## src/hdl/running_variance_three_axis_core_assert.svh

```systemverilog
// Assertion macros for the running variance core.
`ifndef RUNNING_VARIANCE_THREE_AXIS_CORE_ASSERT_SVH
`define RUNNING_VARIANCE_THREE_AXIS_CORE_ASSERT_SVH

// Same-cycle implication, checked outside reset.
`define RV3_ASSERT_IMPL(lbl, ck, rn, ante, cons) \
  lbl: assert property (@(posedge ck) disable iff (!rn) (ante) |-> (cons)) \
    else $error("rv3: same-cycle check failed");

// Next-cycle implication, checked outside reset.
`define RV3_ASSERT_NEXT(lbl, ck, rn, ante, cons) \
  lbl: assert property (@(posedge ck) disable iff (!rn) (ante) |=> (cons)) \
    else $error("rv3: next-cycle check failed");

`endif

```

## src/hdl/rv3_pkg.sv

```systemverilog
// Shared types and constants for the running variance core.
`default_nettype none
package rv3_pkg;

  localparam int COUNT_BITS_DEF = 32;
  localparam int FRAC_BITS_DEF  = 16;

  localparam int SAMPLE_W   = 16;
  localparam int MEAN_OUT_W = 32;
  localparam int VAR_W      = 47;
  localparam int CNT_OUT_W  = 32;
  localparam int ACC_W      = 64;
  localparam int STEP_W     = 7;
  localparam int AXES       = 3;
  localparam int MIN_FOR_VAR = 2;

  typedef enum logic {
    RV3_OP_DIV = 1'b0,
    RV3_OP_MUL = 1'b1
  } rv3_op_t;

  typedef struct packed {
    logic              start;
    rv3_op_t           op;
    logic [STEP_W-1:0] steps;
  } rv3_cmd_t;

endpackage
`default_nettype wire

```

## src/hdl/rv3_if.sv

```systemverilog
// Input and result channel interfaces of the running variance core.
`default_nettype none
interface rv3_in_if import rv3_pkg::*; ();
  logic                       valid;
  logic                       ready;
  logic signed [SAMPLE_W-1:0] sample_x;
  logic signed [SAMPLE_W-1:0] sample_y;
  logic signed [SAMPLE_W-1:0] sample_z;
  logic                       clear_first;

  modport source (output valid, sample_x, sample_y, sample_z, clear_first, input ready);
  modport sink (input valid, sample_x, sample_y, sample_z, clear_first, output ready);
endinterface

interface rv3_out_if import rv3_pkg::*; ();
  logic                         valid;
  logic                         ready;
  logic signed [MEAN_OUT_W-1:0] mean_x;
  logic signed [MEAN_OUT_W-1:0] mean_y;
  logic signed [MEAN_OUT_W-1:0] mean_z;
  logic        [VAR_W-1:0]      var_x;
  logic        [VAR_W-1:0]      var_y;
  logic        [VAR_W-1:0]      var_z;
  logic        [CNT_OUT_W-1:0]  samples_seen;

  modport source (output valid, mean_x, mean_y, mean_z, var_x, var_y, var_z, samples_seen,
                  input ready);
  modport sink (input valid, mean_x, mean_y, mean_z, var_x, var_y, var_z, samples_seen,
                output ready);
endinterface
`default_nettype wire

```

## src/hdl/rv3_iter_unit.sv

```systemverilog
// Shared bit-serial unit: restoring divide or shift-add multiply, one bit per cycle.
`default_nettype none
module rv3_iter_unit import rv3_pkg::*; #(
  parameter int OPW = 41
) (
  input  wire logic             clk,
  input  wire logic             rst_n,
  input  wire rv3_cmd_t         cmd,
  input  wire logic [ACC_W-1:0] load_word,
  input  wire logic [OPW-1:0]   operand,
  output logic                  done,
  output logic [OPW:0]          hi,
  output logic [ACC_W-1:0]      lo
);

  localparam int W = OPW + 1;

  logic              busy_r;
  logic              done_r;
  logic [STEP_W-1:0] cnt_r;
  rv3_op_t           op_r;
  logic [OPW-1:0]    opnd_r;
  logic [W-1:0]      acc_r;
  logic [ACC_W-1:0]  sh_r;

  logic              is_div;
  logic [W-1:0]      lhs;
  logic [W-1:0]      rhs;
  logic [W:0]        sum;
  logic [W-1:0]      acc_nxt;
  logic [ACC_W-1:0]  sh_nxt;

  // One adder serves both: subtract-and-compare for divide, add for multiply.
  always_comb begin
    is_div = (op_r == RV3_OP_DIV);
    lhs    = is_div ? {acc_r[W-2:0], sh_r[ACC_W-1]} : acc_r;
    rhs    = (is_div || sh_r[0]) ? {1'b0, opnd_r} : '0;
    sum    = {1'b0, lhs} + {1'b0, (is_div ? ~rhs : rhs)} + {{W{1'b0}}, is_div};
    if (is_div) begin
      acc_nxt = sum[W] ? sum[W-1:0] : lhs;
      sh_nxt  = {sh_r[ACC_W-2:0], sum[W]};
    end else begin
      acc_nxt = sum[W:1];
      sh_nxt  = {sum[0], sh_r[ACC_W-1:1]};
    end
  end

  always_ff @(posedge clk) begin
    if (!rst_n) begin
      busy_r <= 1'b0;
      done_r <= 1'b0;
      cnt_r  <= '0;
    end else begin
      done_r <= busy_r && (cnt_r == STEP_W'(1));
      if (cmd.start) begin
        busy_r <= 1'b1;
        cnt_r  <= cmd.steps;
      end else if (busy_r) begin
        cnt_r <= cnt_r - STEP_W'(1);
        if (cnt_r == STEP_W'(1)) begin
          busy_r <= 1'b0;
        end
      end
    end
  end

  always_ff @(posedge clk) begin
    if (cmd.start) begin
      op_r   <= cmd.op;
      opnd_r <= operand;
      acc_r  <= '0;
      sh_r   <= load_word;
    end else if (busy_r) begin
      acc_r <= acc_nxt;
      sh_r  <= sh_nxt;
    end
  end

  assign done = done_r;
  assign hi   = acc_r;
  assign lo   = sh_r;

endmodule
`default_nettype wire

```

## src/hdl/running_variance_three_axis_core.sv

```systemverilog
// Running mean and variance of three-axis sensor samples (Welford update).
// in_ch carries one signed sample per axis and a clear flag; an item is taken
// when valid and ready are high at a clock edge. in_ch.ready is high only while
// the core is idle. out_ch carries the updated Q16.FRAC_BITS means, the
// unbiased variances (zero below two samples) and the saturating count.
// Each axis fold runs one divide and one multiply of M = 17 + FRAC_BITS steps
// each on the shared bit-serial unit; each variance is a 64-step divide, or is
// set to zero without the unit below two samples. A new item is taken only
// once the last result is registered, and the bit-serial unit sets the rate.
// The result register holds while the receiver stalls, and the core takes
// and works on the next item meanwhile, waiting only to hand over its own
// result. Reset clears the count, means and sums and drops any pending result.
`default_nettype none
module running_variance_three_axis_core import rv3_pkg::*; #(
  parameter int COUNT_BITS = COUNT_BITS_DEF,
  parameter int FRAC_BITS  = FRAC_BITS_DEF
) (
  input wire logic clk,
  input wire logic rst_n,
  rv3_in_if.sink   in_ch,
  rv3_out_if.source out_ch
);

  localparam int MEAN_W = SAMPLE_W + FRAC_BITS;
  localparam int MAG_W  = MEAN_W + 1;
  localparam int OPW    = (MAG_W > COUNT_BITS) ? MAG_W : COUNT_BITS;
  localparam int PROD_W = 2 * MAG_W;
  localparam int INC_W  = PROD_W - FRAC_BITS;
  localparam logic [1:0] AXIS_LAST = 2'(AXES - 1);

  typedef enum logic [11:0] {
    S_IDLE   = 12'b0000_0000_0001,
    S_D1     = 12'b0000_0000_0010,
    S_MSTART = 12'b0000_0000_0100,
    S_MDIV   = 12'b0000_0000_1000,
    S_UPD    = 12'b0000_0001_0000,
    S_D2     = 12'b0000_0010_0000,
    S_PSTART = 12'b0000_0100_0000,
    S_MMUL   = 12'b0000_1000_0000,
    S_ACC    = 12'b0001_0000_0000,
    S_VSTART = 12'b0010_0000_0000,
    S_VDIV   = 12'b0100_0000_0000,
    S_FIN    = 12'b1000_0000_0000
  } state_t;

  state_t                       state_r;
  logic [1:0]                   axis_r;
  logic [COUNT_BITS-1:0]        n_r;
  logic signed [SAMPLE_W-1:0]   samp_r [AXES];
  logic signed [MEAN_W-1:0]     mean_r [AXES];
  logic [ACC_W-1:0]             sum_r  [AXES];
  logic [VAR_W-1:0]             var_r  [AXES];
  logic [MAG_W-1:0]             d1_r;
  logic [MAG_W-1:0]             d2_r;

  logic                         out_valid_r;
  logic signed [MEAN_OUT_W-1:0] mean_o_r [AXES];
  logic [VAR_W-1:0]             var_o_r  [AXES];
  logic [CNT_OUT_W-1:0]         cnt_o_r;

  rv3_cmd_t                     cmd_c;
  logic [ACC_W-1:0]             load_c;
  logic [OPW-1:0]               opnd_c;
  logic                         u_done;
  logic [OPW:0]                 u_hi;
  logic [ACC_W-1:0]             u_lo;

  logic                         accept;
  logic                         out_load;
  logic [COUNT_BITS-1:0]        n_base;
  logic [COUNT_BITS-1:0]        n_nxt;
  logic [MEAN_W-1:0]            x_c;
  logic [MAG_W-1:0]             mean_ext;
  logic [MAG_W-1:0]             d_c;
  logic [MAG_W-1:0]             mag_d1;
  logic [MAG_W-1:0]             mag_d2;
  logic [MAG_W-1:0]             mean_upd;
  logic [PROD_W-1:0]            prod_c;
  logic [INC_W-1:0]             inc_c;
  logic [ACC_W:0]               sum_add;
  logic                         few_samples;

  assign accept   = in_ch.valid && in_ch.ready;
  assign out_load = (state_r == S_FIN) && (!out_valid_r || out_ch.ready);

  always_comb begin
    n_base      = in_ch.clear_first ? '0 : n_r;
    n_nxt       = (n_base == '1) ? n_base : n_base + COUNT_BITS'(1);
    x_c         = {samp_r[axis_r], {FRAC_BITS{1'b0}}};
    mean_ext    = {mean_r[axis_r][MEAN_W-1], mean_r[axis_r]};
    d_c         = {x_c[MEAN_W-1], x_c} - mean_ext;
    mag_d1      = d1_r[MAG_W-1] ? -d1_r : d1_r;
    mag_d2      = d2_r[MAG_W-1] ? -d2_r : d2_r;
    // Truncated quotient moves the mean toward the sample.
    mean_upd    = d1_r[MAG_W-1] ? mean_ext - u_lo[MAG_W-1:0] : mean_ext + u_lo[MAG_W-1:0];
    prod_c      = {u_hi[MAG_W-1:0], u_lo[ACC_W-1 -: MAG_W]};
    inc_c       = prod_c[PROD_W-1:FRAC_BITS];
    sum_add     = {1'b0, sum_r[axis_r]} + (ACC_W+1)'(inc_c);
    few_samples = (n_r < COUNT_BITS'(MIN_FOR_VAR));
  end

  // Unit commands: start pulses come from the launch states only.
  always_comb begin
    cmd_c  = '{start: 1'b0, op: RV3_OP_DIV, steps: STEP_W'(MAG_W)};
    load_c = {mag_d1, {(ACC_W-MAG_W){1'b0}}};
    opnd_c = OPW'(n_r);
    unique case (state_r)
      S_MSTART: begin
        cmd_c.start = 1'b1;
      end
      S_PSTART: begin
        cmd_c.start = 1'b1;
        cmd_c.op    = RV3_OP_MUL;
        load_c      = ACC_W'(mag_d2);
        opnd_c      = OPW'(mag_d1);
      end
      S_VSTART: begin
        cmd_c.start = !few_samples;
        cmd_c.steps = STEP_W'(ACC_W);
        load_c      = sum_r[axis_r];
        opnd_c      = OPW'(n_r - COUNT_BITS'(1));
      end
      default: begin
        cmd_c.start = 1'b0;
      end
    endcase
  end

  rv3_iter_unit #(
    .OPW (OPW)
  ) u_unit (
    .clk       (clk),
    .rst_n     (rst_n),
    .cmd       (cmd_c),
    .load_word (load_c),
    .operand   (opnd_c),
    .done      (u_done),
    .hi        (u_hi),
    .lo        (u_lo)
  );

  always_ff @(posedge clk) begin
    if (!rst_n) begin
      state_r <= S_IDLE;
      axis_r  <= '0;
      n_r     <= '0;
      for (int i = 0; i < AXES; i++) begin
        mean_r[i] <= '0;
        sum_r[i]  <= '0;
      end
    end else begin
      unique case (state_r)
        S_IDLE: begin
          if (accept) begin
            n_r     <= n_nxt;
            axis_r  <= '0;
            state_r <= S_D1;
            if (in_ch.clear_first) begin
              for (int i = 0; i < AXES; i++) begin
                mean_r[i] <= '0;
                sum_r[i]  <= '0;
              end
            end
          end
        end
        S_D1:     state_r <= S_MSTART;
        S_MSTART: state_r <= S_MDIV;
        S_MDIV: begin
          if (u_done) begin
            state_r <= S_UPD;
          end
        end
        S_UPD: begin
          mean_r[axis_r] <= mean_upd[MEAN_W-1:0];
          state_r        <= S_D2;
        end
        S_D2:     state_r <= S_PSTART;
        S_PSTART: state_r <= S_MMUL;
        S_MMUL: begin
          if (u_done) begin
            state_r <= S_ACC;
          end
        end
        S_ACC: begin
          sum_r[axis_r] <= sum_add[ACC_W] ? '1 : sum_add[ACC_W-1:0];
          if (axis_r == AXIS_LAST) begin
            axis_r  <= '0;
            state_r <= S_VSTART;
          end else begin
            axis_r  <= axis_r + 2'd1;
            state_r <= S_D1;
          end
        end
        S_VSTART: begin
          if (!few_samples) begin
            state_r <= S_VDIV;
          end else if (axis_r == AXIS_LAST) begin
            axis_r  <= '0;
            state_r <= S_FIN;
          end else begin
            axis_r <= axis_r + 2'd1;
          end
        end
        S_VDIV: begin
          if (u_done) begin
            if (axis_r == AXIS_LAST) begin
              axis_r  <= '0;
              state_r <= S_FIN;
            end else begin
              axis_r  <= axis_r + 2'd1;
              state_r <= S_VSTART;
            end
          end
        end
        S_FIN: begin
          if (out_load) begin
            state_r <= S_IDLE;
          end
        end
        default: state_r <= S_IDLE;
      endcase
    end
  end

  // Per-item working registers.
  always_ff @(posedge clk) begin
    if (accept) begin
      samp_r[0] <= in_ch.sample_x;
      samp_r[1] <= in_ch.sample_y;
      samp_r[2] <= in_ch.sample_z;
    end
    if (state_r == S_D1) begin
      d1_r <= d_c;
    end
    if (state_r == S_D2) begin
      d2_r <= d_c;
    end
    if (state_r == S_VSTART && few_samples) begin
      var_r[axis_r] <= '0;
    end
    if (state_r == S_VDIV && u_done) begin
      var_r[axis_r] <= (|u_lo[ACC_W-1:VAR_W]) ? '1 : u_lo[VAR_W-1:0];
    end
  end

  // Result register: hold while the receiver stalls.
  always_ff @(posedge clk) begin
    if (!rst_n) begin
      out_valid_r <= 1'b0;
    end else if (out_load) begin
      out_valid_r <= 1'b1;
    end else if (out_ch.ready) begin
      out_valid_r <= 1'b0;
    end
  end

  always_ff @(posedge clk) begin
    if (out_load) begin
      for (int i = 0; i < AXES; i++) begin
        mean_o_r[i] <= MEAN_OUT_W'(mean_r[i]);
        var_o_r[i]  <= var_r[i];
      end
      cnt_o_r <= CNT_OUT_W'(n_r);
    end
  end

  assign in_ch.ready         = (state_r == S_IDLE);
  assign out_ch.valid        = out_valid_r;
  assign out_ch.mean_x       = mean_o_r[0];
  assign out_ch.mean_y       = mean_o_r[1];
  assign out_ch.mean_z       = mean_o_r[2];
  assign out_ch.var_x        = var_o_r[0];
  assign out_ch.var_y        = var_o_r[1];
  assign out_ch.var_z        = var_o_r[2];
  assign out_ch.samples_seen = cnt_o_r;

`include "running_variance_three_axis_core_assert.svh"

  `RV3_ASSERT_IMPL(a_state_onehot, clk, rst_n, 1'b1, $onehot(state_r))
  `RV3_ASSERT_IMPL(a_done_in_wait, clk, rst_n, u_done, state_r == S_MDIV || state_r == S_MMUL || state_r == S_VDIV)
  `RV3_ASSERT_NEXT(a_accept_starts, clk, rst_n, accept, state_r == S_D1)
  `RV3_ASSERT_NEXT(a_fin_holds, clk, rst_n, state_r == S_FIN && out_valid_r && !out_ch.ready, state_r == S_FIN)
  `RV3_ASSERT_IMPL(a_count_nonzero, clk, rst_n, out_valid_r, cnt_o_r != '0)

endmodule
`default_nettype wire
```

## src/flat_wrapper.sv

```systemverilog
// flat-port wrapper written by rule: the top's interface ports become plain ports
module running_variance_three_axis_core_flat import rv3_pkg::*;
#(
  parameter int COUNT_BITS = COUNT_BITS_DEF,
  parameter int FRAC_BITS  = FRAC_BITS_DEF
)
  (clk, rst_n, in_ch_valid, in_ch_sample_x, in_ch_sample_y, in_ch_sample_z, in_ch_clear_first, in_ch_ready, out_ch_valid, out_ch_mean_x, out_ch_mean_y, out_ch_mean_z, out_ch_var_x, out_ch_var_y, out_ch_var_z, out_ch_samples_seen, out_ch_ready);
  rv3_in_if in_ch_i ();
  rv3_out_if out_ch_i ();
  input wire logic clk;
  input wire logic rst_n;
  input wire logic [$bits(in_ch_i.valid)-1:0] in_ch_valid;
  input wire logic [$bits(in_ch_i.sample_x)-1:0] in_ch_sample_x;
  input wire logic [$bits(in_ch_i.sample_y)-1:0] in_ch_sample_y;
  input wire logic [$bits(in_ch_i.sample_z)-1:0] in_ch_sample_z;
  input wire logic [$bits(in_ch_i.clear_first)-1:0] in_ch_clear_first;
  output wire logic [$bits(in_ch_i.ready)-1:0] in_ch_ready;
  output wire logic [$bits(out_ch_i.valid)-1:0] out_ch_valid;
  output wire logic [$bits(out_ch_i.mean_x)-1:0] out_ch_mean_x;
  output wire logic [$bits(out_ch_i.mean_y)-1:0] out_ch_mean_y;
  output wire logic [$bits(out_ch_i.mean_z)-1:0] out_ch_mean_z;
  output wire logic [$bits(out_ch_i.var_x)-1:0] out_ch_var_x;
  output wire logic [$bits(out_ch_i.var_y)-1:0] out_ch_var_y;
  output wire logic [$bits(out_ch_i.var_z)-1:0] out_ch_var_z;
  output wire logic [$bits(out_ch_i.samples_seen)-1:0] out_ch_samples_seen;
  input wire logic [$bits(out_ch_i.ready)-1:0] out_ch_ready;
  assign in_ch_i.valid = in_ch_valid;
  assign in_ch_i.sample_x = in_ch_sample_x;
  assign in_ch_i.sample_y = in_ch_sample_y;
  assign in_ch_i.sample_z = in_ch_sample_z;
  assign in_ch_i.clear_first = in_ch_clear_first;
  assign in_ch_ready = in_ch_i.ready;
  assign out_ch_valid = out_ch_i.valid;
  assign out_ch_mean_x = out_ch_i.mean_x;
  assign out_ch_mean_y = out_ch_i.mean_y;
  assign out_ch_mean_z = out_ch_i.mean_z;
  assign out_ch_var_x = out_ch_i.var_x;
  assign out_ch_var_y = out_ch_i.var_y;
  assign out_ch_var_z = out_ch_i.var_z;
  assign out_ch_samples_seen = out_ch_i.samples_seen;
  assign out_ch_i.ready = out_ch_ready;
  running_variance_three_axis_core #(.COUNT_BITS(COUNT_BITS), .FRAC_BITS(FRAC_BITS)) u_core (.clk(clk), .rst_n(rst_n), .in_ch(in_ch_i), .out_ch(out_ch_i));
endmodule
```

## config.mk

```make
export PLATFORM = sky130hd
export DESIGN_NAME = running_variance_three_axis_core_flat
export DESIGN_NICKNAME = d
export VERILOG_FILES = /design/src/hdl/rv3_pkg.sv /design/src/hdl/rv3_if.sv /design/src/hdl/rv3_iter_unit.sv /design/src/hdl/running_variance_three_axis_core.sv /design/src/flat_wrapper.sv
export VERILOG_INCLUDE_DIRS = /design/src /design/src/hdl
export SDC_FILE = /design/constraint.sdc
export NUM_CORES = 2
export LEC_CHECK = 0
export ABC_AREA = 1
export ABC_CLOCK_PERIOD_IN_PS = 19800
export BUFFER_PORTS_ARGS = -buffer_cell sky130_fd_sc_hd__buf_2
export CAP_MARGIN = 25
export CORE_MARGIN = 2
export CORE_UTILIZATION = 60
export CTS_BUF_LIST = sky130_fd_sc_hd__clkbuf_4
export CTS_CLUSTER_SIZE = 16
export DETAILED_ROUTE_END_ITERATION = 10
export GPL_TIMING_DRIVEN = 0
export PLACE_DENSITY_LB_ADDON = 0.2
export SYNTH_ARGS = -nofsm -noshare
export SYNTH_HDL_FRONTEND = slang
export SYNTH_SLANG_ARGS = --single-unit
```

## constraint.sdc

```tcl
create_clock -name clk -period 19.8 [get_ports clk]
set_input_delay 2.97 -clock clk [delete_from_list [all_inputs] [get_ports clk]]
set_output_delay 2.97 -clock clk [all_outputs]
set_load 0.02 [all_outputs]
```

==> impl_metrics.yaml <==
detailed_routing:
  drt.antenna.violating_nets: 0
  dr_total_vias: 51830
  wl_met2_um: 92200
  drc: 0
  wl_met3_um: 31700
  wl_um: 216000
  highest_layer: "met5"
  drt_iter0_drc: 8166
  met1Wirelength_um: 79600
  first_pass_iters: 9
  viasPerCell: 6.11
  wl_per_cell_um: 25.5
sta:
  finalClockSkew_ns: 0.138
  fmax_mhz: 156
  fin_ws_ns: 13.41
  fin_setup_tns_ns: 0
  finalHoldViolations: 0
  tightest_slew_ns: 1.24
  finalCritPeriodShare: 0.323
  rsz0062_at_grt: "false"
  holdWs_ns: 0.397
  fin_crit_ns: 6.39
  slew_violations: 0
  setup_viol_count_final: 0
  slew_headroom: 0.174
synthesis:
  ys_ff_latch: 1098
  syn-num-nets: 6589
  ys.flop_type: "edfxtp_1"
  synth_top_area_frac: 0.525
  synth_edf_count: 1006
  yosysTopAreaCell: "edfxtp_1"
  synth_area_um2: 57600
  synthArstFlopShare: 0
  yosys_warnings: 0
  yosys-top-cells-area: "edfxtp_1, nand2_1, nor2_1"
  ys_types: 64
  synth_cells: 6396
  syn_area_per_cell_um2: 9.00
  ys_seq_area_frac: 0.557
clock_tree:
  tritoncts: "done"
  cts_setup_buffers: 0
  cts_resized: 0
  clkLatencyLatePin_ns: 1.23
  cts.sinks: 1098
  cts_hold_buf: 0
  htreeDepth: 5
  cts_buffers: 289
  clk_pin_slew_ns: 0.08
  cts.path.max_buffers: 4
  cts-root-buf: "clkbuf_4"
finish:
  layout_common_cells: "nand2_1, edfxtp_1, nor2_1"
  nets: 7237
  syn_to_final_growth_pct: 12.6
  nFillCells: 7430
  final_common_cell: "nand2_1"
  layout.cells.non_filler: 8485
  final_cell_area_um2: 64800
  drive_gt1_frac: 0.135
  final_util: 0.682
grt:
  grt_pass1_vias: 48689
  grt_start_max_net_pins: 59
  antenna_found_initial: 6
  grt_overflow: 0
  gr-usage-all-layers: 0.434
  grt_pass1_wl_um: 312000
setup_path:
  critPathKind: "reg2reg"
  start_kind: "flop"
  end_kind: "flop"
  cp.arrival_ns: 7.27
  critical_path_required_ns: 20.67
  cp_max_fo: 10
placement:
  place_ws_ns: 13.45
  gp_congestion: 1.11
  placed_cells: 8018
  hpwl_um: 167000
  portBuffers: 322
  postPlaceCellArea_um2: 61500
pwr:
  ir_drop_mv: 0.0967
  total_power_mw: 8.92
  switching_share: 0.452
  p_comb_frac: 0.444
  leakage_nw: 27.4
  intPower_mw: 4.89
  power.density_nw_per_um2: 138
  p_clk_frac: 0.214
  pwr-share-seq: 0.342
  p_sw_mw: 4.03
die:
  die_area_um2: 98500
  die_x_um: 314
  rows: 113
  io_pins: 324
  core_um2: 95000
  start_util: 0.606
  die_height_um: 314
status:
  status: "finished, final reports clean"
flow_run:
  max_cap_viol_count: 0
worst_hold_path:
  holdCritPathClass: "reg2reg"
-- cells by family (layout without fill, tap and decap cells) --
group                    count (synthesis)  after routing  share of synthesized area
AO/OA/AOI/OAI                         1151           1151                      0.110
XOR/XNOR                               215            215                     0.0327
adder cells (fa/ha/maj)                140            140                     0.0308
buffers and inverters                 1040           1861                     0.0712
flip-flops                            1098           1098                      0.557
multiplexers                             2              2                   0.000348
other                                    0              3                          0
AND/OR/NAND/NOR                       2750           2750                      0.198
-- worst paths after layout --
kind / startpoint / end / slack, ns / cells after the start
setup / recovery: flop / u_core.sum_r[2][40] / 13.41 / 22
hold reg to reg: u_core.var_r[2][31] / u_core.var_o_r[0][125] / 0.40 / 0
setup reg to reg: flop / u_core.sum_r[2][40] / 13.41 / 22
hold / removal: u_core.var_r[2][31] / u_core.var_o_r[0][125] / 0.40 / 0
-- cell type report --
cell class,instances,area [µm²],share of cell area
diodes,3,7.51,0.000116
plain buffers,225,1040,0.0160
clock buffers,400,3000,0.0463
clock inverters,64,345,0.00533
inverters,815,3060,0.0473
multi-input cells,4258,21500,0.332
flip-flops and latches,1098,32100,0.494
well taps,1265,1580,0.0244
repair buffers,357,2220,0.0342
-- power by group through the flow --
stage,clock network [mW],logic [mW],registers [mW]
detailed placement,0,3.74,3.08
CTS,1.91,3.77,3.03
global route,2.03,4.21,3.05
floorplan,0,2.44,2.99
global placement,0,3.66,3.09
finish,1.91,3.96,3.05
-- registers in the layout, indices dropped and copies added, names as in the netlist, 32 cells and up, named ones only --
name and count:
u_core.d1_r 33, u_core.u_unit.lo 64, u_core.var_o_r 141, u_core.u_unit.hi 34, u_core.mean_r 128, u_core.samp_r 48, u_core.n_r 32, u_core.sum_r 256
u_core.var_r 141, u_core.d2_r 33, u_core.mean_o_r 96, u_core.u_unit.opnd_r 33, u_core.out_ch.samples_seen 32
-- cells in the mapped netlist (28+ instances only) --
library cell  instances
nor2_1              818
nand4_1              57
nor4_1               31
nor3_1               85
clkbuf_1            137
o21ai_0             522
xnor2_1              46
nand2_2              28
a21oi_1             379
buf_2                44
ha_1                137
nand2_1            1373
nand3_1             271
edfxtp_1           1006
dfxtp_1              92
a32oi_1              37
inv_1               791
o22ai_1              57
xor2_1              169
-- critical path, stage by stage (launching register included) --
cell and delay, ns:
dfxtp_1 0.44, buf_6 0.17, buf_6 0.22, buf_4 0.28
buf_2 0.32, buf_2 0.38, clkbuf_1 0.53, o21ai_0 0.20
o22ai_1 0.62, ha_1 0.42, a21oi_1 0.20, o21ai_0 0.33
a21oi_1 0.23, nand2_1 0.28, nand3_1 0.15, nand2_1 0.18
nand2_1 0.15, nand2_2 0.09, nand2_4 0.20, buf_6 0.25
nand3_2 0.18, inv_2 0.14, nor2_1 0.07
-- metal layers --
layer	track usage	up-vias
li1	-	22996
met1	0.580	23954
met2	0.640	4120
met3	0.136	750
met4	0.225	10
met5	0.00435	-
Power figures use the tool's default switching activity.
